### config.mk
export PLATFORM = sky130hd
export DESIGN_NAME = delayed_flag_scheduler_flat
export DESIGN_NICKNAME = d
export VERILOG_FILES = /design/src/hdl/dfs_pkg.sv /design/src/hdl/dfs_req_if.sv /design/src/hdl/dfs_rsp_if.sv /design/src/hdl/dfs_front.sv /design/src/hdl/dfs_back.sv /design/src/hdl/delayed_flag_scheduler.sv /design/src/flat_wrapper.sv
export SDC_FILE = /design/constraint.sdc
export NUM_CORES = 1
export LEC_CHECK = 0
export ABC_AREA = 1
export CORE_MARGIN = 3
export CORE_UTILIZATION = 57
export DETAILED_ROUTE_END_ITERATION = 10
export DONT_BUFFER_PORTS = 1
export PLACE_DENSITY = 0.79
export SYNTH_ARGS = -nofsm -noshare
export SYNTH_HDL_FRONTEND = slang
export SYNTH_SLANG_ARGS = --single-unit
### constraint.sdc
create_clock -name clk -period 21.8 [get_ports clk]
set_input_delay 4.36 -clock clk [delete_from_list [all_inputs] [get_ports clk]]
set_output_delay 4.36 -clock clk [all_outputs]
set_load 0.03 [all_outputs]
### src/hdl/dfs_pkg.sv
// shared types and constants for the delayed flag scheduler
// used by the interfaces, the front and back parts and the top level
package dfs_pkg;

  localparam int REQ_TYPE_W  = 3;
  localparam int FLAG_IDX_W  = 5;
  localparam int DELAY_W     = 24;
  localparam int FLAG_WORD_W = 32;

  // request codes as they arrive on the input channel
  localparam logic [REQ_TYPE_W-1:0] REQ_SET    = 3'd0;
  localparam logic [REQ_TYPE_W-1:0] REQ_CLEAR  = 3'd1;
  localparam logic [REQ_TYPE_W-1:0] REQ_DELAY  = 3'd2;
  localparam logic [REQ_TYPE_W-1:0] REQ_CANCEL = 3'd3;
  localparam logic [REQ_TYPE_W-1:0] REQ_TICK   = 3'd4;

  // command queue between front and back
  localparam int Q_DEPTH = 2;
  localparam int Q_PTR_W = $clog2(Q_DEPTH);
  localparam int Q_CNT_W = $clog2(Q_DEPTH + 1);

  typedef enum logic [2:0] {
    OP_SET,
    OP_CLR,
    OP_SETD,
    OP_CANCEL,
    OP_TICK,
    OP_NOP
  } op_t;

  typedef struct packed {
    op_t                   op;
    logic [FLAG_IDX_W-1:0] idx;
    logic [DELAY_W-1:0]    dly;
  } cmd_t;

  typedef struct packed {
    logic valid;
    cmd_t cmd;
  } q_head_t;

  typedef enum logic {
    BK_IDLE,
    BK_WALK
  } bk_state_t;

endpackage

### src/hdl/dfs_req_if.sv
// request channel of the delayed flag scheduler
// depends on dfs_pkg for field widths
interface dfs_req_if import dfs_pkg::*; ();
  logic                  valid;
  logic                  ready;
  logic [REQ_TYPE_W-1:0] req_type;
  logic [FLAG_IDX_W-1:0] flag_index;
  logic [DELAY_W-1:0]    delay_ms;

  modport source (output valid, output req_type, output flag_index, output delay_ms,
                  input ready);
  modport sink   (input valid, input req_type, input flag_index, input delay_ms,
                  output ready);
endinterface

### src/hdl/dfs_rsp_if.sv
// result channel of the delayed flag scheduler
// depends on dfs_pkg for field widths
interface dfs_rsp_if import dfs_pkg::*; ();
  logic                   valid;
  logic                   ready;
  logic [FLAG_WORD_W-1:0] flag_word;
  logic                   request_dropped;

  modport source (output valid, output flag_word, output request_dropped, input ready);
  modport sink   (input valid, input flag_word, input request_dropped, output ready);
endinterface

### src/hdl/dfs_front.sv
// front part: accepts requests, decodes them into commands, queues them
// depends on dfs_pkg and dfs_req_if
module dfs_front import dfs_pkg::*; (
  input  logic     clk,
  input  logic     rst,
  dfs_req_if.sink  req,
  output q_head_t  head,
  input  logic     pop
);

  cmd_t                entry [Q_DEPTH];
  logic [Q_PTR_W-1:0]  wptr;
  logic [Q_PTR_W-1:0]  rptr;
  logic [Q_CNT_W-1:0]  fill;
  logic                push;
  logic                take;
  cmd_t                dec;

  // classify the request
  always_comb begin
    dec.idx = req.flag_index;
    dec.dly = req.delay_ms;
    unique case (req.req_type)
      REQ_SET:    dec.op = OP_SET;
      REQ_CLEAR:  dec.op = OP_CLR;
      REQ_DELAY:  dec.op = OP_SETD;
      REQ_CANCEL: dec.op = OP_CANCEL;
      REQ_TICK:   dec.op = OP_TICK;
      default:    dec.op = OP_NOP;
    endcase
  end

  assign req.ready  = (fill != Q_CNT_W'(Q_DEPTH));
  assign push       = req.valid && req.ready;
  assign take       = pop && (fill != '0);
  assign head.valid = (fill != '0);
  assign head.cmd   = entry[rptr];

  always_ff @(posedge clk) begin
    if (push) begin
      entry[wptr] <= dec;
    end
  end

  always_ff @(posedge clk) begin
    if (rst) begin
      wptr <= '0;
      rptr <= '0;
      fill <= '0;
    end else begin
      if (push) begin
        wptr <= (wptr == Q_PTR_W'(Q_DEPTH - 1)) ? '0 : wptr + 1'b1;
      end
      if (take) begin
        rptr <= (rptr == Q_PTR_W'(Q_DEPTH - 1)) ? '0 : rptr + 1'b1;
      end
      unique case ({push, take})
        2'b10:   fill <= fill + 1'b1;
        2'b01:   fill <= fill - 1'b1;
        default: fill <= fill;
      endcase
    end
  end

endmodule

### src/hdl/dfs_back.sv
// back part: flag word, rotating slot ring and result register
// depends on dfs_pkg and dfs_rsp_if
module dfs_back import dfs_pkg::*; #(
  parameter int SLOTS      = 10,
  parameter int FLAG_COUNT = 32,
  parameter int COUNT_BITS = 24
) (
  input  logic      clk,
  input  logic      rst,
  input  q_head_t   head,
  output logic      pop,
  dfs_rsp_if.source rsp
);

  localparam int IW = (SLOTS > 1) ? $clog2(SLOTS) : 1;

  bk_state_t               state, state_next;
  logic [FLAG_COUNT-1:0]   flags, flags_next;
  logic                    found, found_next;
  logic [IW-1:0]           widx, widx_next;
  cmd_t                    cmd;

  logic                    slot_active [SLOTS];
  logic [FLAG_IDX_W-1:0]   slot_flag   [SLOTS];
  logic [COUNT_BITS-1:0]   slot_count  [SLOTS];

  logic                    new_act;
  logic [FLAG_IDX_W-1:0]   new_flag;
  logic [COUNT_BITS-1:0]   new_cnt;
  logic [COUNT_BITS-1:0]   cnt_dec;
  logic                    shift_en;
  logic                    load_out;
  logic                    drop_out;
  logic                    out_free;

  logic                    out_valid;
  logic [FLAG_WORD_W-1:0]  out_word;
  logic                    out_drop;

  function automatic logic [FLAG_COUNT-1:0] bit_of(input logic [FLAG_IDX_W-1:0] i);
    logic [FLAG_COUNT-1:0] b;
    b = '0;
    if ({1'b0, i} < (FLAG_IDX_W + 1)'(FLAG_COUNT)) begin
      b = FLAG_COUNT'(1) << i;
    end
    return b;
  endfunction

  assign out_free = !out_valid || rsp.ready;
  assign cnt_dec  = slot_count[0] - COUNT_BITS'(1);

  always_comb begin
    state_next = state;
    flags_next = flags;
    found_next = found;
    widx_next  = widx;
    shift_en   = 1'b0;
    load_out   = 1'b0;
    drop_out   = 1'b0;
    pop        = 1'b0;
    new_act    = slot_active[0];
    new_flag   = slot_flag[0];
    new_cnt    = slot_count[0];
    unique case (state)
      BK_IDLE: begin
        if (head.valid && out_free) begin
          pop = 1'b1;
          unique case (head.cmd.op)
            OP_SET: begin
              flags_next = flags | bit_of(head.cmd.idx);
              load_out   = 1'b1;
            end
            OP_CLR: begin
              flags_next = flags & ~bit_of(head.cmd.idx);
              load_out   = 1'b1;
            end
            OP_NOP: begin
              load_out = 1'b1;
            end
            default: begin
              state_next = BK_WALK;
              widx_next  = '0;
              found_next = 1'b0;
            end
          endcase
        end
      end
      BK_WALK: begin
        shift_en = 1'b1;
        unique case (cmd.op)
          OP_SETD: begin
            if (!found && !slot_active[0]) begin
              new_act    = 1'b1;
              new_flag   = cmd.idx;
              new_cnt    = COUNT_BITS'(cmd.dly);
              found_next = 1'b1;
            end
          end
          OP_CANCEL: begin
            if (!found && slot_flag[0] == cmd.idx) begin
              new_act    = 1'b0;
              new_flag   = '0;
              new_cnt    = '0;
              found_next = 1'b1;
              flags_next = flags & ~bit_of(cmd.idx);
            end
          end
          OP_TICK: begin
            if (slot_active[0]) begin
              new_cnt = cnt_dec;
              if (cnt_dec == '0) begin
                new_act    = 1'b0;
                flags_next = flags | bit_of(slot_flag[0]);
              end
            end
          end
          default: begin
          end
        endcase
        if (widx == IW'(SLOTS - 1)) begin
          load_out   = 1'b1;
          drop_out   = (cmd.op == OP_SETD) && !found_next;
          state_next = BK_IDLE;
        end else begin
          widx_next = widx + 1'b1;
        end
      end
      default: state_next = BK_IDLE;
    endcase
  end

  always_ff @(posedge clk) begin
    if (rst) begin
      state <= BK_IDLE;
    end else begin
      state <= state_next;
    end
  end

  always_ff @(posedge clk) begin
    if (rst) begin
      flags     <= '0;
      found     <= 1'b0;
      widx      <= '0;
      out_valid <= 1'b0;
    end else begin
      flags <= flags_next;
      found <= found_next;
      widx  <= widx_next;
      if (load_out) begin
        out_valid <= 1'b1;
      end else if (rsp.ready) begin
        out_valid <= 1'b0;
      end
    end
  end

  always_ff @(posedge clk) begin
    if (pop) begin
      cmd <= head.cmd;
    end
    if (load_out) begin
      out_word <= FLAG_WORD_W'(flags_next);
      out_drop <= drop_out;
    end
  end

  // ring of slots, head at position 0, rotated once per walk step
  always_ff @(posedge clk) begin
    if (rst) begin
      for (int i = 0; i < SLOTS; i++) begin
        slot_active[i] <= 1'b0;
        slot_flag[i]   <= '0;
        slot_count[i]  <= '0;
      end
    end else if (shift_en) begin
      for (int i = 0; i < SLOTS - 1; i++) begin
        slot_active[i] <= slot_active[i+1];
        slot_flag[i]   <= slot_flag[i+1];
        slot_count[i]  <= slot_count[i+1];
      end
      slot_active[SLOTS-1] <= new_act;
      slot_flag[SLOTS-1]   <= new_flag;
      slot_count[SLOTS-1]  <= new_cnt;
    end
  end

  assign rsp.valid           = out_valid;
  assign rsp.flag_word       = out_word;
  assign rsp.request_dropped = out_drop;

endmodule

### src/hdl/delayed_flag_scheduler.sv
// top level of the delayed flag scheduler
// depends on dfs_pkg, dfs_req_if, dfs_rsp_if, dfs_front and dfs_back
//
// usage
//   req channel: one request per transfer (req_type, flag_index, delay_ms)
//   rsp channel: exactly one result per request, in order (flag_word,
//   request_dropped)
// throughput
//   set, clear and unknown codes: result via the command queue and the output
//   register, one such request per cycle sustained while rsp.ready is high
//   and no walk runs; set-delayed, cancel and tick: the back part walks the
//   slot ring one slot per cycle through a single shared compare/decrement
//   unit and takes no new command until the walk ends
// reset
//   rst clears the flag word, every slot and the command queue; the ring is
//   ready in the first cycle after reset
// stalls
//   a result waits in the output register while rsp.ready is low; the
//   two-entry command queue keeps taking requests until it is full, then
//   req.ready drops
module delayed_flag_scheduler import dfs_pkg::*; #(
  parameter int SLOTS      = 10,
  parameter int FLAG_COUNT = 32,
  parameter int COUNT_BITS = 24
) (
  input  logic      clk,
  input  logic      rst,
  dfs_req_if.sink   req,
  dfs_rsp_if.source rsp
);

  // queue head seen by the back part
  q_head_t head;
  // back part takes the head entry
  logic    pop;

  dfs_front u_front (
    .clk  (clk),
    .rst  (rst),
    .req  (req),
    .head (head),
    .pop  (pop)
  );

  dfs_back #(
    .SLOTS      (SLOTS),
    .FLAG_COUNT (FLAG_COUNT),
    .COUNT_BITS (COUNT_BITS)
  ) u_back (
    .clk  (clk),
    .rst  (rst),
    .head (head),
    .pop  (pop),
    .rsp  (rsp)
  );

endmodule

### src/flat_wrapper.sv
// flat-port wrapper written by rule: the top's interface ports become plain ports
module delayed_flag_scheduler_flat import dfs_pkg::*;
#(
  parameter int SLOTS      = 10,
  parameter int FLAG_COUNT = 32,
  parameter int COUNT_BITS = 24
)
  (clk, rst, req_valid, req_req_type, req_flag_index, req_delay_ms, req_ready, rsp_valid, rsp_flag_word, rsp_request_dropped, rsp_ready);
  dfs_req_if req_i ();
  dfs_rsp_if rsp_i ();
  input  logic clk;
  input  logic rst;
  input wire logic [$bits(req_i.valid)-1:0] req_valid;
  input wire logic [$bits(req_i.req_type)-1:0] req_req_type;
  input wire logic [$bits(req_i.flag_index)-1:0] req_flag_index;
  input wire logic [$bits(req_i.delay_ms)-1:0] req_delay_ms;
  output wire logic [$bits(req_i.ready)-1:0] req_ready;
  output wire logic [$bits(rsp_i.valid)-1:0] rsp_valid;
  output wire logic [$bits(rsp_i.flag_word)-1:0] rsp_flag_word;
  output wire logic [$bits(rsp_i.request_dropped)-1:0] rsp_request_dropped;
  input wire logic [$bits(rsp_i.ready)-1:0] rsp_ready;
  assign req_i.valid = req_valid;
  assign req_i.req_type = req_req_type;
  assign req_i.flag_index = req_flag_index;
  assign req_i.delay_ms = req_delay_ms;
  assign req_ready = req_i.ready;
  assign rsp_valid = rsp_i.valid;
  assign rsp_flag_word = rsp_i.flag_word;
  assign rsp_request_dropped = rsp_i.request_dropped;
  assign rsp_i.ready = rsp_ready;
  delayed_flag_scheduler #(.SLOTS(SLOTS), .FLAG_COUNT(FLAG_COUNT), .COUNT_BITS(COUNT_BITS)) u_core (.clk(clk), .rst(rst), .req(req_i), .rsp(rsp_i));
endmodule
==> results.md <==
- The category of the worst setup path launch point is a primary input.
- The CTS clock-pin slew for the worst setup and hold paths is 0.06 ns.
- The CTS tree is built.
- The post-layout total power is 2887 uW.
- By area, the combinational part of the netlist is dominated by simple AND/OR/NAND/NOR gates.
- After floorplanning, the core was sized to cover 0.03670 mm2.
- After detailed routing, the number of vias per cell comes to 5.339.
- Dividing the detail-routed wire length by the instance count gives 16.84 um.
- Based on the critical path, the design can be clocked at up to 150.9 MHz.
- The complex-gate fraction of the synthesized area came to 0.05930.
- In this run the horizontal extent of the chip is 199.3 um.
- In this run, synthesis inferred 429 flip-flops with an integrated enable.
- Of the total synthesized cell area, the portion taken by AND, OR, NAND and NOR gates is 0.2041.
- Once detailed placement completed, the half-perimeter wirelength came to 29.22 mm.
- For this block, the initial DRC count from the detailed router was 1464.
- The clock sink count is 473.
- In the global route stage, met2 resource usage came out at 0.3404.
- The total global routing overflow is 0.
- Buffers added to address setup during post-CTS repair amount to 0.
- The final layout contains routed wiring with a total length of 45.44 mm.
- The die covers 0.03970 mm2.
- The initial standard-cell utilization of the core is 0.5801.
- On the final layout, the worst clock skew is 0.02073 ns.
- The clock passes through at most 3 buffers.
- The synthesis-to-layout area growth is 9.122%.
- In the final design database the tool counted 2234 nets.
- The most common flop cell mapped by yosys is sky130_fd_sc_hd__edfxtp_1.
- The first-pass GRT wire length is 71.57 mm.
- The analysis attributes to cell leakage a power of 0.009337 uW.
- The tree is rooted in a sky130_fd_sc_hd__clkbuf_16.
- The tool flagged a number of max-cap violations equal to 0.
- In this run the remaining antenna-violating nets after routing total 0.
- The number of antenna violations at the first check in global routing is 0.
- Synthesis handed over a netlist of 2212 instances.
- The most frequent standard cell in the layout excluding fill and tap cells is sky130_fd_sc_hd__nand2_1.
- The total routing resource utilization after global routing is 0.2327.
- In this run, post-CTS hold repair placed 0 buffers.
- The number of placed instances, taps included is 2610.
- Post-CTS repair changed the size of 0 cells.
- The number of nets in the synthesized netlist is 2253.
- The type of destination of the critical path is a flip-flop.
- The share of synthesized registers carrying an async set or reset is 0.
- The later pin in the worst-skew pair is clocked with a latency of 0.59 ns.
- The flow ran to the end, and the final reports show no timing, DRC or antenna violations.
- The worst voltage drop across the vdd grid is 101.7 uV.
- Averaged over all synthesized cells, the footprint is 9.624 um2.
- The H-tree was split into 2 levels.
- The xor and xnor area share after synthesis is 0.001234.
- In the final timing run, aggregate negative setup slack is 0 ns.
- The data arrival time of the critical path is 6.82 ns.
- The top fanout value on the critical path is 85.
- The pin count of the biggest net entering global routing is 181.
- The number of vias in the routed layout is 14410.
- Data on the critical path is required at its endpoint by 21.99 ns.
- The type of the setup path with the least slack is primary input to flip-flop.
- Setup repair after global routing left no endpoint under its margin.
- The number of distinct library cell variants in the gate-level netlist after synthesis is 44.
- The warning count from the yosys run is 0.
- The total power divided by cell area is 124.3 mW/mm2.
- Measured along the y axis, the die boundary spans 199.3 um.
- The final hold violation count is 0.
- The area share of fa/ha/maj cells after synthesis is 0.002939.
- Before antenna repair, the detailed router went through 6 iterations.
- The number of pins exceeding their max-slew limit in the final report was 0.
- For this run, design rule violations remaining after detail routing come to 0.
- For this run, global-route usage on met1 was measured as 0.3524.
- The part of the Yosys area used for sequential elements is 0.6465.
- Port buffering added 0 buffers.
- The via count of the first global-routing pass is 13581.
- At the pin with the least slew margin, the transition time is 1.147 ns.
- Headroom to the max-slew limit came out at 0.2353.
- The number of buffers inserted during clock tree synthesis is 49.
- In this run the count of I/O pins placed on the die edge is 71.
- The fraction of final layout cells sized beyond drive strength 1 is 0.07082.
- For met3 alone, demand over resource in global routing was 0.05008.
- Counting flops and latches in the post-synthesis netlist gives 473.
- The number of standard cells in the final layout excluding fillers is 2699.
- The synthesized cell area is 0.02129 mm2.
- The routability congestion estimate from global placement is 0.9407.
- The shortest period the worst path allows is 6.627 ns.
- The part of the cycle the worst path needs is 0.3040.
- The total inserted antenna cells is 0.
- The global routing stage identified its most utilized layer as met1.
- In this run the worst hold path is classified as flip-flop to flip-flop.
- Once layout is complete, the utilization of the core stands at 0.6330.
- After synthesis, the share of cell area in mux cells is 0.
- The floorplan has 70 rows.
- Setup violations remaining at the end of the flow were counted as 0.
- The top cell types in the final layout, fill and taps aside, are sky130_fd_sc_hd__nand2_1, sky130_fd_sc_hd__edfxtp_1, sky130_fd_sc_hd__nor2_1.
- The worst register-to-register path has a setup slack of 17.78 ns.
==> routing by layer <==
| metal | up-vias | wire length [um] |
|---|---|---|
| li1 | 7072 | - |
| met1 | 6759 | 21150 |
| met2 | 509 | 19670 |
| met3 | 70 | 3622 |
| met4 | 0 | 993 |
| met5 | - | 0 |
==> cells by family after synthesis <==
group	Yosys count
AOI/OAI and AO/OA	232
buffers and inverters	472
adders and majority gates	5
xor gates and xnor gates	3
DFF	473
and+or+nand+nor	1027
==> registers in the layout (all words and copies together) (netlist names), named ones only <==
register and flops:
u_core.u_back.slot_flag 50, u_core.u_back.state 1, u_core.u_front.rptr 1, u_core.u_back.slot_count 240, u_core.u_back.slot_active 10, u_core.u_back.rsp.request_dropped 1
u_core.u_back.cmd 32, u_core.u_front.entry 64, u_core.u_back.rsp.flag_word 32, u_core.u_back.widx 4, u_core.u_front.wptr 1, u_core.u_back.found 1
u_core.u_back.flags 32, u_core.u_front.fill 2, u_core.u_back.rsp.valid 1
==> worst paths after layout <==
kind | start | cells past startpoint | endpoint
setup / recovery | rst | 4 | u_core.u_back.slot_count[6][13]
hold / removal | u_core.u_front.rptr | 1 | u_core.u_front.rptr
setup reg to reg | u_core.u_back.state | 5 | u_core.u_back.slot_count[6][13]
hold reg to reg | u_core.u_front.rptr | 1 | u_core.u_front.rptr
==> power breakdown <==
part           internal, uW  switching (uW)
logic                   132             479
clock network           487             335
registers              1290             163
total                  1910             977
==> metrics by stage <==
step | hold WS [ns] | cell area [um2] | setup WS [ns]
2_1_floorplan | 0.4432 | 21290 | 10.20
6_report | 0.4989 | 23230 | 15.17
4_1_cts | 0.5006 | 23230 | 15.22
3_5_place_dp | 0.4871 | 21650 | 14.59
3_3_place_gp | 0.4644 | 21650 | 14.65
5_1_grt | 0.5239 | 23230 | 14.95
==> layout make-up <==
| type | instances | area [um2] |
|---|---|---|
| Clock buffer | 63 | 1279 |
| Clock inverter | 26 | 301.5 |
| Fill cell | 2830 | 13470 |
| Inverter | 387 | 1460 |
| Multi-Input combinational cell | 1267 | 5728 |
| Sequential cell | 473 | 13760 |
| Tap cell | 468 | 585.6 |
| Timing Repair Buffer | 15 | 112.6 |
==> cell usage after synthesis, drive strengths merged (6+ instances only) <==
cell type | instances | area (um2)
buf | 19 | 127.6
a21oi | 133 | 695.7
clkinv | 6 | 22.52
o22ai | 7 | 43.79
dfxtp | 44 | 880.8
nor2 | 421 | 1664
nor3 | 13 | 80.08
nand3 | 101 | 640.6
clkbuf | 66 | 247.7
o21ai | 76 | 391.6
nand2 | 458 | 1747
edfxtp | 429 | 12880
inv | 381 | 1430
nand4 | 25 | 156.4
==> critical path: stages <==
cell	delay, ns
sky130_fd_sc_hd__inv_1	0.13
sky130_fd_sc_hd__nand2_4	0.47
sky130_fd_sc_hd__buf_4	0.87
sky130_fd_sc_hd__buf_4	0.86
Note: power is estimated with default switching activity, not from simulation.
